<file path="src/hw/rtl/assert_macros.svh">
// ----------------------------------------------------------------------------
// assert_macros.svh
// Short forms for the concurrent assertions used in the RTL.
// ----------------------------------------------------------------------------
`ifndef ASSERT_MACROS_SVH
`define ASSERT_MACROS_SVH

// Same-cycle implication, disabled while reset is low.
`define PTD_ASSERT_IMP(label, clk, rst_n, ante, cons, msg) \
    label: assert property (@(posedge clk) disable iff (!rst_n) (ante) |-> (cons)) \
        else $error(msg);

// Next-cycle implication, disabled while reset is low.
`define PTD_ASSERT_NEXT(label, clk, rst_n, ante, cons, msg) \
    label: assert property (@(posedge clk) disable iff (!rst_n) (ante) |=> (cons)) \
        else $error(msg);

`endif

</file>
<file path="src/hw/rtl/ptdms_pkg.sv">
// ----------------------------------------------------------------------------
// ptdms_pkg
// Shared widths, constants and unit response types of the decayed moving sum.
// ----------------------------------------------------------------------------
`default_nettype none

package ptdms_pkg;

    localparam int TIME_W     = 31;
    localparam int SAMPLE_W   = 32;
    localparam int SUM_W      = 48;
    localparam int HL_W       = 20;
    localparam int FACTOR_W   = 32;
    localparam int PW_W       = 8;
    localparam int DIVR_W     = 9;   // divisor: page width or decay length (up to 511)
    localparam int CFG_IDX_W  = 2;
    localparam int CFG_DATA_W = 32;

    localparam int DEF_TABLE_DEPTH = 64;
    localparam int DECAY_LENGTH    = 20;
    localparam int MIN_PAGE_MS     = 10;
    localparam int MAX_PAGE_MS     = 200;

    localparam logic [HL_W-1:0]     RST_HALF_LIFE    = 20'd1000;
    localparam logic [FACTOR_W-1:0] RST_DECAY_FACTOR = 32'd4080218931;

    localparam logic [CFG_IDX_W-1:0] CFG_HALF_LIFE    = 2'd0;
    localparam logic [CFG_IDX_W-1:0] CFG_DECAY_FACTOR = 2'd1;

    localparam logic signed [SUM_W-1:0] SUM_MAX = 48'sh7FFF_FFFF_FFFF;
    localparam logic signed [SUM_W-1:0] SUM_MIN = 48'sh8000_0000_0000;

    // radix-16 divider: four quotient bits per cycle over the 31-bit dividend zero-extended to 32 bits
    localparam int DIV_STEPS  = 4;
    localparam int DIV_CYCLES = 8;

    typedef struct packed {
        logic                busy;
        logic                done;
        logic [TIME_W-1:0]   quotient;
        logic [DIVR_W-1:0]   remainder;
    } t_div_rsp;

    typedef struct packed {
        logic                busy;
        logic                done;
        logic [SUM_W-1:0]    result;
    } t_scale_rsp;

endpackage

`default_nettype wire

</file>
<file path="src/hw/rtl/paged_time_decay_moving_sum.sv">
// ----------------------------------------------------------------------------
// paged_time_decay_moving_sum
// Time-decayed moving sum of timestamped samples over fixed-width pages.
// ----------------------------------------------------------------------------
// Input beats (time_ms, sample_value) arrive on i_in_valid/o_in_ready; one
// result beat (decayed_sum, restarted) leaves on o_out_valid/i_out_ready for
// each input beat. Register writes use i_cfg_valid/o_cfg_ready with index 0
// for the half life and index 1 for the per-page decay factor.
// One item at a time. Each division by the page width runs in the radix-16
// divider: one of the time on the first sample, one of the gap since the
// page start otherwise, and a second one of the time on a gap restart. A
// decay adds a RAM read and the split multiply. The next beat can be taken as
// soon as the result sits in the output register, even while the receiver
// stalls; a stalled output only holds the block after the following item
// is done.
// After reset, and after every write to index 0 or 1, the page width and
// table length are derived (two divisions) and the decay power table is
// rebuilt. Input and config ready stay low during that time.
// ----------------------------------------------------------------------------
`default_nettype none

`include "assert_macros.svh"

module paged_time_decay_moving_sum #(
    parameter int TABLE_DEPTH = ptdms_pkg::DEF_TABLE_DEPTH
) (
    input  wire logic                                  i_clk,
    input  wire logic                                  i_rst_n,

    input  wire logic                                  i_cfg_valid,
    output logic                                       o_cfg_ready,
    input  wire logic [ptdms_pkg::CFG_IDX_W-1:0]       i_cfg_index,
    input  wire logic [ptdms_pkg::CFG_DATA_W-1:0]      i_cfg_data,

    input  wire logic                                  i_in_valid,
    output logic                                       o_in_ready,
    input  wire logic [ptdms_pkg::TIME_W-1:0]          i_time_ms,
    input  wire logic signed [ptdms_pkg::SAMPLE_W-1:0] i_sample_value,

    output logic                                       o_out_valid,
    input  wire logic                                  i_out_ready,
    output logic signed [ptdms_pkg::SUM_W-1:0]         o_decayed_sum,
    output logic                                       o_restarted
);

    localparam int AW  = $clog2(TABLE_DEPTH);
    localparam int LW  = $clog2(TABLE_DEPTH + 1);
    localparam int TW  = ptdms_pkg::TIME_W;
    localparam int SW  = ptdms_pkg::SUM_W;
    localparam int XW  = ptdms_pkg::SAMPLE_W;
    localparam int FW  = ptdms_pkg::FACTOR_W;
    localparam int DW  = ptdms_pkg::DIVR_W;

    localparam logic [3:0] ST_IDLE     = 4'd0;
    localparam logic [3:0] ST_CF_START = 4'd1;
    localparam logic [3:0] ST_CF_PW    = 4'd2;
    localparam logic [3:0] ST_CF_FADE  = 4'd3;
    localparam logic [3:0] ST_CF_TAB   = 4'd4;
    localparam logic [3:0] ST_DIV_GAP  = 4'd5;
    localparam logic [3:0] ST_DIV_T    = 4'd6;
    localparam logic [3:0] ST_RD       = 4'd7;
    localparam logic [3:0] ST_SCALE    = 4'd8;
    localparam logic [3:0] ST_OUT      = 4'd9;

    logic [3:0]                       r_state, n_state;
    logic [ptdms_pkg::HL_W-1:0]       r_hl, n_hl;
    logic [FW-1:0]                    r_factor, n_factor;
    logic [ptdms_pkg::PW_W-1:0]       r_pw, n_pw;
    logic [LW-1:0]                    r_len, n_len;
    logic [LW-1:0]                    r_idx, n_idx;
    logic                             r_started, n_started;
    logic signed [SW-1:0]             r_sum, n_sum;
    logic [TW-1:0]                    r_ps, n_ps;
    logic [TW-1:0]                    r_t, n_t;
    logic signed [XW-1:0]             r_sample, n_sample;
    logic                             r_back, n_back;
    logic                             r_restart, n_restart;
    logic                             r_out_valid, n_out_valid;
    logic signed [SW-1:0]             r_out_sum;
    logic                             r_out_restart;
    logic                             out_load;

    // shared units
    logic                             div_start;
    logic [TW-1:0]                    div_dividend;
    logic [DW-1:0]                    div_divisor;
    ptdms_pkg::t_div_rsp              div_rsp;
    logic                             scale_start;
    logic [SW-1:0]                    scale_mag;
    logic [FW-1:0]                    scale_factor;
    ptdms_pkg::t_scale_rsp            scale_rsp;

    logic                             ram_we;
    logic [AW-1:0]                    ram_waddr;
    logic [FW-1:0]                    ram_wdata;
    logic                             ram_re;
    logic [AW-1:0]                    ram_raddr;
    logic [FW-1:0]                    ram_rdata;

    // derived values
    logic [TW-1:0]                    pw_lo;
    logic [ptdms_pkg::PW_W-1:0]       pw_calc;
    logic [TW-1:0]                    fade;
    logic [TW:0]                      fade2;
    logic [LW-1:0]                    len_calc;
    logic [SW-1:0]                    sum_mag;
    logic signed [SW-1:0]             decayed;
    logic signed [SW-1:0]             add_base;
    logic signed [SW:0]               sum_ext;
    logic signed [SW-1:0]             sum_sat;

    // page width clamp, low bound first
    assign pw_lo   = (div_rsp.quotient < TW'(ptdms_pkg::MIN_PAGE_MS)) ?
                     TW'(ptdms_pkg::MIN_PAGE_MS) : div_rsp.quotient;
    assign pw_calc = (pw_lo > TW'(ptdms_pkg::MAX_PAGE_MS)) ?
                     ptdms_pkg::PW_W'(ptdms_pkg::MAX_PAGE_MS) : pw_lo[ptdms_pkg::PW_W-1:0];

    assign fade     = (div_rsp.quotient == '0) ? TW'(1) : div_rsp.quotient;
    assign fade2    = {fade, 1'b0};
    assign len_calc = (fade2 >= (TW+1)'(TABLE_DEPTH)) ? LW'(TABLE_DEPTH) : fade2[LW-1:0];

    assign sum_mag  = r_sum[SW-1] ? SW'(-r_sum) : SW'(r_sum);
    assign decayed  = r_sum[SW-1] ? -$signed(scale_rsp.result) : $signed(scale_rsp.result);
    assign add_base = (r_state == ST_SCALE) ? decayed : r_sum;
    assign sum_ext  = {add_base[SW-1], add_base} + (SW+1)'(r_sample);
    assign sum_sat  = (sum_ext[SW] != sum_ext[SW-1]) ?
                      (sum_ext[SW] ? ptdms_pkg::SUM_MIN : ptdms_pkg::SUM_MAX) :
                      sum_ext[SW-1:0];

    assign o_cfg_ready = (r_state == ST_IDLE);
    assign o_in_ready  = (r_state == ST_IDLE) && !i_cfg_valid;
    assign out_load    = (r_state == ST_OUT) && (!r_out_valid || i_out_ready);

    always_comb begin
        n_state      = r_state;
        n_hl         = r_hl;
        n_factor     = r_factor;
        n_pw         = r_pw;
        n_len        = r_len;
        n_idx        = r_idx;
        n_started    = r_started;
        n_sum        = r_sum;
        n_ps         = r_ps;
        n_t          = r_t;
        n_sample     = r_sample;
        n_back       = r_back;
        n_restart    = r_restart;
        n_out_valid  = r_out_valid && !i_out_ready;

        div_start    = 1'b0;
        div_dividend = '0;
        div_divisor  = {1'b0, r_pw};
        scale_start  = 1'b0;
        scale_mag    = sum_mag;
        scale_factor = ram_rdata;
        ram_we       = 1'b0;
        ram_waddr    = r_idx[AW-1:0];
        ram_wdata    = scale_rsp.result[FW-1:0];
        ram_re       = 1'b0;
        ram_raddr    = div_rsp.quotient[AW-1:0];

        unique case (r_state)
            ST_IDLE: begin
                if (i_cfg_valid) begin
                    unique case (i_cfg_index)
                        ptdms_pkg::CFG_HALF_LIFE: begin
                            n_hl    = i_cfg_data[ptdms_pkg::HL_W-1:0];
                            n_state = ST_CF_START;
                        end
                        ptdms_pkg::CFG_DECAY_FACTOR: begin
                            n_factor = i_cfg_data[FW-1:0];
                            n_state  = ST_CF_START;
                        end
                        default: ;
                    endcase
                end else if (i_in_valid) begin
                    n_t       = i_time_ms;
                    n_sample  = i_sample_value;
                    div_start = 1'b1;
                    if (!r_started) begin
                        div_dividend = i_time_ms;
                        n_state      = ST_DIV_T;
                    end else begin
                        // time before the page start counts as zero pages
                        n_back       = (i_time_ms < r_ps);
                        div_dividend = (i_time_ms < r_ps) ? '0 : TW'(i_time_ms - r_ps);
                        n_state      = ST_DIV_GAP;
                    end
                end
            end
            ST_CF_START: begin
                div_start    = 1'b1;
                div_dividend = TW'(r_hl);
                div_divisor  = DW'(ptdms_pkg::DECAY_LENGTH);
                n_state      = ST_CF_PW;
            end
            ST_CF_PW: begin
                if (div_rsp.done) begin
                    n_pw         = pw_calc;
                    div_start    = 1'b1;
                    div_dividend = TW'(r_hl);
                    div_divisor  = {1'b0, pw_calc};
                    n_state      = ST_CF_FADE;
                end
            end
            ST_CF_FADE: begin
                if (div_rsp.done) begin
                    n_len     = len_calc;
                    ram_we    = 1'b1;
                    ram_waddr = AW'(1);
                    ram_wdata = r_factor;
                    n_idx     = LW'(2);
                    if (len_calc > LW'(2)) begin
                        scale_start  = 1'b1;
                        scale_mag    = SW'(r_factor);
                        scale_factor = r_factor;
                        n_state      = ST_CF_TAB;
                    end else begin
                        n_state = ST_IDLE;
                    end
                end
            end
            ST_CF_TAB: begin
                // each power feeds the next multiply straight from the unit
                if (scale_rsp.done) begin
                    ram_we = 1'b1;
                    if ((LW+1)'(r_idx) + (LW+1)'(1) < (LW+1)'(r_len)) begin
                        n_idx        = r_idx + 1'b1;
                        scale_start  = 1'b1;
                        scale_mag    = SW'(scale_rsp.result[FW-1:0]);
                        scale_factor = r_factor;
                    end else begin
                        n_state = ST_IDLE;
                    end
                end
            end
            ST_DIV_GAP: begin
                if (div_rsp.done) begin
                    if (div_rsp.quotient >= TW'(r_len)) begin
                        div_start    = 1'b1;
                        div_dividend = r_t;
                        n_state      = ST_DIV_T;
                    end else begin
                        n_restart = 1'b0;
                        n_ps      = r_back ? r_ps : TW'(r_t - TW'(div_rsp.remainder));
                        if (div_rsp.quotient == '0) begin
                            n_sum   = sum_sat;
                            n_state = ST_OUT;
                        end else begin
                            ram_re  = 1'b1;
                            n_state = ST_RD;
                        end
                    end
                end
            end
            ST_DIV_T: begin
                if (div_rsp.done) begin
                    n_sum     = SW'(r_sample);
                    n_ps      = TW'(r_t - TW'(div_rsp.remainder));
                    n_started = 1'b1;
                    n_restart = 1'b1;
                    n_state   = ST_OUT;
                end
            end
            ST_RD: begin
                scale_start = 1'b1;
                n_state     = ST_SCALE;
            end
            ST_SCALE: begin
                if (scale_rsp.done) begin
                    n_sum   = sum_sat;
                    n_state = ST_OUT;
                end
            end
            ST_OUT: begin
                if (out_load) begin
                    n_out_valid = 1'b1;
                    n_state     = ST_IDLE;
                end
            end
            default: n_state = ST_IDLE;
        endcase
    end

    always_ff @(posedge i_clk) begin
        if (!i_rst_n) begin
            r_state     <= ST_CF_START;
            r_hl        <= ptdms_pkg::RST_HALF_LIFE;
            r_factor    <= ptdms_pkg::RST_DECAY_FACTOR;
            r_pw        <= '0;
            r_len       <= '0;
            r_idx       <= '0;
            r_started   <= 1'b0;
            r_sum       <= '0;
            r_ps        <= '0;
            r_out_valid <= 1'b0;
        end else begin
            r_state     <= n_state;
            r_hl        <= n_hl;
            r_factor    <= n_factor;
            r_pw        <= n_pw;
            r_len       <= n_len;
            r_idx       <= n_idx;
            r_started   <= n_started;
            r_sum       <= n_sum;
            r_ps        <= n_ps;
            r_out_valid <= n_out_valid;
        end
        r_t       <= n_t;
        r_sample  <= n_sample;
        r_back    <= n_back;
        r_restart <= n_restart;
        if (out_load) begin
            r_out_sum     <= r_sum;
            r_out_restart <= r_restart;
        end
    end

    assign o_out_valid   = r_out_valid;
    assign o_decayed_sum = r_out_sum;
    assign o_restarted   = r_out_restart;

    ptdms_div u_div (
        .i_clk      (i_clk),
        .i_rst_n    (i_rst_n),
        .i_start    (div_start),
        .i_dividend (div_dividend),
        .i_divisor  (div_divisor),
        .o_rsp      (div_rsp)
    );

    ptdms_scale u_scale (
        .i_clk    (i_clk),
        .i_rst_n  (i_rst_n),
        .i_start  (scale_start),
        .i_mag    (scale_mag),
        .i_factor (scale_factor),
        .o_rsp    (scale_rsp)
    );

    ptdms_ram #(
        .WIDTH (FW),
        .DEPTH (TABLE_DEPTH)
    ) u_table (
        .i_clk     (i_clk),
        .i_wr_en   (ram_we),
        .i_wr_addr (ram_waddr),
        .i_wr_data (ram_wdata),
        .i_rd_en   (ram_re),
        .i_rd_addr (ram_raddr),
        .o_rd_data (ram_rdata)
    );

    `PTD_ASSERT_IMP(a_div_free, i_clk, i_rst_n, div_start, !div_rsp.busy, "divider restarted while busy")
    `PTD_ASSERT_IMP(a_scale_free, i_clk, i_rst_n, scale_start, !scale_rsp.busy, "multiply restarted while busy")
    `PTD_ASSERT_IMP(a_rd_range, i_clk, i_rst_n, ram_re, (ram_raddr != '0) && (LW'(ram_raddr) < r_len), "table read outside built range")
    `PTD_ASSERT_NEXT(a_one_item, i_clk, i_rst_n, i_in_valid && o_in_ready, !o_in_ready && !o_cfg_ready, "beat taken while an item is in progress")

endmodule

`default_nettype wire

</file>
<file path="src/hw/rtl/ptdms_ram.sv">
// ----------------------------------------------------------------------------
// ptdms_ram
// Generic simple dual-port RAM, one write and one registered read per cycle.
// ----------------------------------------------------------------------------
`default_nettype none

module ptdms_ram #(
    parameter int WIDTH = 32,
    parameter int DEPTH = 64
) (
    input  wire logic                     i_clk,
    input  wire logic                     i_wr_en,
    input  wire logic [$clog2(DEPTH)-1:0] i_wr_addr,
    input  wire logic [WIDTH-1:0]         i_wr_data,
    input  wire logic                     i_rd_en,
    input  wire logic [$clog2(DEPTH)-1:0] i_rd_addr,
    output logic      [WIDTH-1:0]         o_rd_data
);

    logic [WIDTH-1:0] r_mem [DEPTH];
    logic [WIDTH-1:0] r_rd_data;

    always_ff @(posedge i_clk) begin
        if (i_wr_en) begin
            r_mem[i_wr_addr] <= i_wr_data;
        end
        if (i_rd_en) begin
            r_rd_data <= r_mem[i_rd_addr];
        end
    end

    assign o_rd_data = r_rd_data;

endmodule

`default_nettype wire

</file>
<file path="src/hw/rtl/ptdms_div.sv">
// ----------------------------------------------------------------------------
// ptdms_div
// Iterative unsigned divider, 31-bit dividend by 9-bit divisor, radix 16.
// ----------------------------------------------------------------------------
`default_nettype none

module ptdms_div (
    input  wire logic                          i_clk,
    input  wire logic                          i_rst_n,
    input  wire logic                          i_start,
    input  wire logic [ptdms_pkg::TIME_W-1:0]  i_dividend,
    input  wire logic [ptdms_pkg::DIVR_W-1:0]  i_divisor,
    output ptdms_pkg::t_div_rsp                o_rsp
);

    localparam int QW = ptdms_pkg::TIME_W + 1;
    localparam int CW = $clog2(ptdms_pkg::DIV_CYCLES);
    localparam int RW = ptdms_pkg::DIVR_W;

    logic          r_run, n_run;
    logic          r_done, n_done;
    logic [CW-1:0] r_cnt, n_cnt;
    logic [QW-1:0] r_quo, n_quo;
    logic [RW-1:0] r_rem, n_rem;
    logic [RW-1:0] r_div, n_div;

    logic [QW-1:0] step_quo;
    logic [RW-1:0] step_rem;
    logic [RW:0]   step_ext;

    // four restoring steps per cycle, remainder stays below the divisor
    always_comb begin
        step_rem = r_rem;
        step_quo = r_quo;
        step_ext = '0;
        for (int k = 0; k < ptdms_pkg::DIV_STEPS; k++) begin
            step_ext = {step_rem, step_quo[QW-1]};
            step_quo = {step_quo[QW-2:0], 1'b0};
            if (step_ext >= {1'b0, r_div}) begin
                step_rem    = RW'(step_ext - {1'b0, r_div});
                step_quo[0] = 1'b1;
            end else begin
                step_rem = step_ext[RW-1:0];
            end
        end
    end

    always_comb begin
        n_run  = r_run;
        n_done = 1'b0;
        n_cnt  = r_cnt;
        n_quo  = r_quo;
        n_rem  = r_rem;
        n_div  = r_div;
        if (i_start) begin
            n_run = 1'b1;
            n_cnt = '0;
            n_quo = {1'b0, i_dividend};
            n_rem = '0;
            n_div = i_divisor;
        end else if (r_run) begin
            n_quo = step_quo;
            n_rem = step_rem;
            n_cnt = r_cnt + 1'b1;
            if (r_cnt == CW'(ptdms_pkg::DIV_CYCLES - 1)) begin
                n_run  = 1'b0;
                n_done = 1'b1;
            end
        end
    end

    always_ff @(posedge i_clk) begin
        if (!i_rst_n) begin
            r_run  <= 1'b0;
            r_done <= 1'b0;
            r_cnt  <= '0;
        end else begin
            r_run  <= n_run;
            r_done <= n_done;
            r_cnt  <= n_cnt;
        end
        r_quo <= n_quo;
        r_rem <= n_rem;
        r_div <= n_div;
    end

    assign o_rsp.busy      = r_run;
    assign o_rsp.done      = r_done;
    assign o_rsp.quotient  = r_quo[ptdms_pkg::TIME_W-1:0];
    assign o_rsp.remainder = r_rem;

endmodule

`default_nettype wire

</file>
<file path="src/hw/rtl/ptdms_scale.sv">
// ----------------------------------------------------------------------------
// ptdms_scale
// round(mag * factor / 2^32), half up, for a 48-bit magnitude and Q0.32
// factor; one 24x32 multiplier used for the low then the high half.
// ----------------------------------------------------------------------------
`default_nettype none

module ptdms_scale (
    input  wire logic                            i_clk,
    input  wire logic                            i_rst_n,
    input  wire logic                            i_start,
    input  wire logic [ptdms_pkg::SUM_W-1:0]     i_mag,
    input  wire logic [ptdms_pkg::FACTOR_W-1:0]  i_factor,
    output ptdms_pkg::t_scale_rsp                o_rsp
);

    localparam int HW = ptdms_pkg::SUM_W / 2;
    localparam int FW = ptdms_pkg::FACTOR_W;
    localparam int PW = HW + FW;

    localparam logic [1:0] PH_IDLE = 2'd0;
    localparam logic [1:0] PH_LO   = 2'd1;
    localparam logic [1:0] PH_HI   = 2'd2;
    localparam logic [1:0] PH_SUM  = 2'd3;

    logic [1:0]                   r_phase, n_phase;
    logic                         r_done, n_done;
    logic [HW-1:0]                r_hi, r_lo;
    logic [FW-1:0]                r_f;
    logic [PW:0]                  r_b;
    logic [PW-1:0]                r_a;
    logic [ptdms_pkg::SUM_W-1:0]  r_res;

    logic [HW-1:0]                mul_op;
    logic [PW-1:0]                mul_p;
    logic [PW+1:0]                low_sum;

    assign mul_op  = (r_phase == PH_LO) ? r_lo : r_hi;
    assign mul_p   = PW'(mul_op) * PW'(r_f);
    assign low_sum = (PW+2)'({r_a[7:0], 24'd0}) + (PW+2)'(r_b);

    always_comb begin
        n_phase = r_phase;
        n_done  = 1'b0;
        unique case (r_phase)
            PH_IDLE: begin
                if (i_start) begin
                    n_phase = PH_LO;
                end
            end
            PH_LO:  n_phase = PH_HI;
            PH_HI:  n_phase = PH_SUM;
            PH_SUM: begin
                n_phase = PH_IDLE;
                n_done  = 1'b1;
            end
            default: n_phase = PH_IDLE;
        endcase
    end

    always_ff @(posedge i_clk) begin
        if (!i_rst_n) begin
            r_phase <= PH_IDLE;
            r_done  <= 1'b0;
        end else begin
            r_phase <= n_phase;
            r_done  <= n_done;
        end
        if (r_phase == PH_IDLE && i_start) begin
            r_hi <= i_mag[ptdms_pkg::SUM_W-1:HW];
            r_lo <= i_mag[HW-1:0];
            r_f  <= i_factor;
        end
        if (r_phase == PH_LO) begin
            r_b <= (PW+1)'(mul_p) + (PW+1)'(33'h0_8000_0000);
        end
        if (r_phase == PH_HI) begin
            r_a <= mul_p;
        end
        if (r_phase == PH_SUM) begin
            r_res <= ptdms_pkg::SUM_W'(r_a >> 8) + ptdms_pkg::SUM_W'(low_sum[PW+1:32]);
        end
    end

    assign o_rsp.busy   = (r_phase != PH_IDLE);
    assign o_rsp.done   = r_done;
    assign o_rsp.result = r_res;

endmodule

`default_nettype wire
</file>
<file path="config.mk">
export PLATFORM = sky130hd
export DESIGN_NAME = paged_time_decay_moving_sum
export DESIGN_NICKNAME = d
export VERILOG_FILES = /design/src/hw/rtl/ptdms_pkg.sv /design/src/hw/rtl/paged_time_decay_moving_sum.sv /design/src/hw/rtl/ptdms_ram.sv /design/src/hw/rtl/ptdms_div.sv /design/src/hw/rtl/ptdms_scale.sv
export VERILOG_INCLUDE_DIRS = /design/src /design/src/hw/rtl
export SDC_FILE = /design/constraint.sdc
export NUM_CORES = 2
export LEC_CHECK = 0
export BUFFER_PORTS_ARGS = -buffer_cell sky130_fd_sc_hd__buf_4
export CAP_MARGIN = 20
export CORE_MARGIN = 3
export CORE_UTILIZATION = 41
export DETAILED_ROUTE_END_ITERATION = 16
export PLACE_DENSITY = 0.61
export SETUP_SLACK_MARGIN = 0.1
export SYNTH_ARGS = -nofsm -noshare
export SYNTH_HDL_FRONTEND = slang
export SYNTH_HIERARCHICAL = 1
export SYNTH_SLANG_ARGS = --single-unit
</file>
<file path="constraint.sdc">
create_clock -name i_clk -period 10.1 [get_ports i_clk]
set_input_delay 2.02 -clock i_clk [delete_from_list [all_inputs] [get_ports i_clk]]
set_output_delay 2.02 -clock i_clk [all_outputs]
set_load 0.05 [all_outputs]
</file>
* Yosys cells after proc, flatten, opt, wreduce, memory -nomap -nowiden
Memories as Yosys holds them, arrays and structs flattened. A register that Yosys moved wholly into a read port is not among the register bits.
Index checks and enable logic that the tools add are counted.
** Word-level totals
- Memories kept :: 1
- Output and inout bits :: 52
- Bits in read-only memories :: 0
- Register bits after elaboration :: 572
- Latch bits :: 0
- Memory bits (writable) :: 2048
- Bits of input ports :: 102
** Cells by class
- Mux-type cells :: 107
- $lt $le $gt $ge :: 11
- Div/mod/pow operators :: 0
- Multipliers :: 1
- Reductions and logical operators :: 31
- Equality and inequality tests :: 30
- Shifts and indexed selects :: 0
- Add/subtract/negate cells :: 15
- Bitwise logic cells :: 3
** Memories
- u_table.r_mem :: words 64, width 32, rd ports 1, clocked after Yosys merged registers in 1, wr ports 1, RTL line ptdms_ram.sv:20 : logic [WIDTH-1:0] r_mem [DEPTH];
** Operator list (number)
- $mux W48 :: 14
- $mux W31 :: 14
- $mux W32 :: 6
- $pmux W48 S3 :: 1
- $pmux W31 S4 :: 1
- $neg A48 Y48 :: 2
- $pmux W48 S2 :: 1
- $pmux W32 S2 :: 1
- $pmux W31 S2 :: 1
- $add A32 B57 Y58 :: 1
- $add A56 B32 Y57 const B :: 1
- $mul A24 B32 Y56 :: 1
- $mux W4 :: 13
- $add A48 B32 Y49 :: 1
- $add A48 B26 Y48 :: 1
- $ge A10 B9 Y1 :: 4
- $pmux W4 S10 :: 1
- $mux W9 :: 4
- $sub A9 B9 Y9 :: 4
- $ge A32 B7 Y1 const B :: 1
- $ge A31 B7 Y1 :: 1
- $gt A31 B8 Y1 const B :: 1
- $logic_not A31 Y1 :: 1
- $lt A31 B31 Y1 :: 1
- 50 further kinds :: 121

* Depth between registers and ports, before layout
- Depth in word-level cells :: 10
- Depth in mapped cells :: 40
- Depth with buffers taken out :: 37

* By module
The synthesis kept the hierarchy.
** Modules (own cells, without submodules)
- ptdms_ram :: sequential area each 62459.9 sq um, cells an instance 3511, instances 1, area an instance 79359.9 sq um
- ptdms_scale :: sequential area each 6576.3 sq um, cells an instance 3496, instances 1, area an instance 34677.0 sq um
- paged_time_decay_moving_sum :: sequential area each 6586.3 sq um, cells an instance 2507, instances 1, area an instance 19525.0 sq um
- ptdms_div :: sequential area each 1501.4 sq um, cells an instance 423, instances 1, area an instance 4395.5 sq um

* Worst setup path after synthesis
Ideal clock, no wire load.
- Path type :: flip-flop to flip-flop
- Start :: register u_scale.r_phase[1]
- End :: register u_scale.r_b[51] (data pin)
- Path buffers :: 6
- Required time :: 9.833 ns
- Cell stages (with the launch flop) :: 35
- Period minus slack after synthesis :: 9.998 ns
- Path slack :: 0.102 ns
- Data arrival time :: 9.731 ns
- Cell sequence :: dfxtp_1 > inv_1 > ha_1 > clkbuf_1 > clkbuf_1 > mux2i_1 > clkbuf_1 > nor2b_1 > fa_1 > fa_1 > inv_1 > fa_1 > fa_1 > inv_1 > fa_1 > fa_1 > inv_1 > fa_1 > inv_1 > ha_1 > buf_2 > and4_1 > and2_1 > clkbuf_1 > a221oi_1 > nor4b_1 > a311o_1 > a2111oi_4 > ha_1 > nand2_1 > or4_4 > or2_1 > buf_6 > nor4_4 > xor2_1
** Between the ends
- Word-level cells in the longest chain between the ends :: 4
** Ends and longest elaborated chain
- start: declaration :: RTL line ptdms_scale.sv:26 : logic [1:0] r_phase, n_phase;
- start signal: assignment :: RTL line ptdms_scale.sv:66 : r_phase <= n_phase;
- $eq A2 B1 Y1 :: RTL line ptdms_scale.sv:38 : assign mul_op = (r_phase == PH_LO) ? r_lo : r_hi;
- $mux W24 :: RTL line ptdms_scale.sv:38
- $mul A24 B32 Y56 :: RTL line ptdms_scale.sv:39 : assign mul_p = PW'(mul_op) * PW'(r_f);
- named net u_scale.mul_p[31] :: RTL line ptdms_scale.sv:35 : logic [PW-1:0] mul_p;
- $add A56 B32 Y57 :: RTL line ptdms_scale.sv:75 : r_b <= (PW+1)'(mul_p) + (PW+1)'(33'h0_8000_0000);
- end signal: assignment :: RTL line ptdms_scale.sv:75
- end: declaration :: RTL line ptdms_scale.sv:30 : logic [PW:0] r_b;
The timed path passes the listed nets, and every way through them passes these cells.
A chain may end at the register's enable or synchronous reset.

* Worst setup path in the final report
Ends and elaborated chain as after synthesis.

==> results.toml <==
[status]
status = "finished clean"

[cts]
cts.path.max_buffers = 4
clk_pin_slew_ns = 0.06
cts.htree.levels = 4
cts_tree = "done"
clk_latency_ns = 0.94
cts_buffers = 248
clkSinkCount = 2627
cts-root-buf = "clkbuf_16"

[timing]
slew_headroom_pct = 12.4
clock.fmax_ghz = 0.104
timing.final.ws_setup_ns = 0.511
finalSetupTns_ns = 0
tightest_slew_ns = 1.30
hold_viol_final = 0
period_share_pct = 94.9
finalSetupViolCount = 0
drv_slew = 0
fin_skew_ns = 0.100
min_period_ns = 9.59
rsz0062_at_grt = "yes"

[detailed_routing]
drtPass1Iterations = 6
post-route-drc-count = 0
routed_wl_mm = 411
dr_total_vias = 84881
drt_iter0_drc = 9443
via_per_inst = 5.80
wl_per_cell_um = 28.1
drtAntennaViolNets = 0

[grt]
grt_usage_pct = 23.6
grt_max_degree = 101
grt_pass1_vias = 85863
grt_antenna_before_repair = 16
gr-total-overflow = 0
grt_pass1_wl_mm = 595

[final_layout]
fin_util_pct = 45.7
finalNonFillerCells = 14633
area_delta_synth_final_pct = 10.7
area.sequential_um2 = 77100
num-fill-cells = 29235
nets = 11174
drive_gt1_share_pct = 14.4
multi_input_area_um2 = 55700

[flow_run]
max_cap_viol_count = 0

[worst_setup_path]
reg2reg_to = "u_scale/r_b[51]$_DFFE_PP_"
worst_setup_path_end_kind = "register"
cpPeakStageDelay_ns = 0.54
r2r-start = "u_scale/r_phase[1]$_SDFFE_PN0P_"
crit_top_cell = "fa_1"
crit_family = "adder cells"
critPathBufInv = 7
r2r_cells = 30
worstSetupPathType = "register to register"
cp_max_fo = 33
crit_start = "u_scale/r_phase[1]$_SDFFE_PN0P_"
slowest_stage = "fa_1"
required_ns = 10.69
critPathLaunchType = "register"
r2r_slack_ns = 0.51
crit_arrival_ns = 10.18

[placement]
portBuffers = 153
dp_hpwl_mm = 270
place_inst = 14174
gp_congestion = 0.961
detailedPlace.worstSlack_ns = 0.411

[min_path]
hold_path_class = "register to register"
worst_hold_path.endpoint = "r_ps[7]$_SDFFE_PN0P_"
worstHoldPathCells = 2
min_from = "r_ps[7]$_SDFFE_PN0P_"

[synthesis]
netlist_area_um2 = 138000
syn_inst = 9935
synth_nets = 11064
syn_avg_cell_area_um2 = 13.9
ys_warn_count = 6

[floorplanning]
coreArea_um2 = 334000
initial_core_util_pct = 41.3
die_w_um = 586
ios = 154
die_h_um = 586
num_rows = 212
dieArea_um2 = 343000
[metal layers]
metal	part of all wire, %	global-route usage [%]
met2	47	37.9
met3	8.1	4.06
met5	0.0019	0
met4	4.0	8.30
met1	41	32.6
[sequential cells by signal, indices dropped and copies added, names as in the netlist, 32 cells and up]
register / cells
u_scale/r_a: 56
r_factor: 32
u_table/o_rd_data: 32
u_scale/r_b: 33
r_sample: 32
u_scale/r_f: 32
o_decayed_sum: 48
u_div/r_quo: 32
u_table/r_mem: 2048
r_sum: 48
u_scale/r_res: 48
[worst max-delay path by stage]
stage                                        endpoint  slack [ns]  cells after the start
after CTS                   u_scale/r_b[51]$_DFFE_PP_        0.37                     28
final                       u_scale/r_b[51]$_DFFE_PP_        0.51                     30
after detailed placement    u_scale/r_b[51]$_DFFE_PP_        0.41                     28
after global placement      u_scale/r_b[55]$_DFFE_PP_        0.51                     31
after floorplan             u_scale/r_b[51]$_DFFE_PP_        0.10                     34
after global routing      u_div/r_rem[2]$_SDFFE_PP0P_        0.09                     35
[metrics by stage]
stage          cell area [um^2]  hold WS, ns
5_1_grt                  153000        0.450
6_report                 153000        0.451
3_3_place_gp             145000        0.443
3_5_place_dp             145000        0.430
4_1_cts                  152000        0.444
2_1_floorplan            138000        0.400
[what timing repair did]
action,CTS,global route
endpoints found under the setup margin,0,16
buffers inserted,0,3
hold buffers,0,0
gates resized for setup,0,16
[cell type report]
| type | instances | area share (%) |
|---|---|---|
| Inverter | 852 | 2.10 |
| Clock buffer | 294 | 4.24 |
| Antenna cell | 5 | 0.00819 |
| Timing Repair Buffer | 411 | 2.18 |
| Sequential cell | 2627 | 50.5 |
| Multi-Input combinational cell | 5905 | 36.5 |
| Tap cell | 4387 | 3.59 |
| Clock inverter | 152 | 0.919 |
[worst register-to-register path, delay by kind of cell (launching register included)]
kind	cells	cell delay, ns
flops	1	0.34
mux	1	0.56
fa+ha+maj	10	4.37
buf+inv	7	0.89
simple gates	6	1.52
compound gates	5	1.53
xor+xnor	1	0.11
[layout by cell type, fill, tap and decap left out, drive strengths merged, types with 106 or more instances in the layout]
master,instances
edfxtp,2451
nand2,995
inv,859
fa,666
mux4,446
buf,411
nor2,363
ha,361
a21oi,345
and2,317
o21ai,296
clkbuf,294
mux2i,213
xor2,179
dfxtp,176
a22oi,175
xnor2,168
nor2b,136
nand3,129
clkinv,110
a21o,106
Power is left out: the tool's default activity adds up to more than one toggle a clock period on the data nets, which glitch-free logic cannot reach.
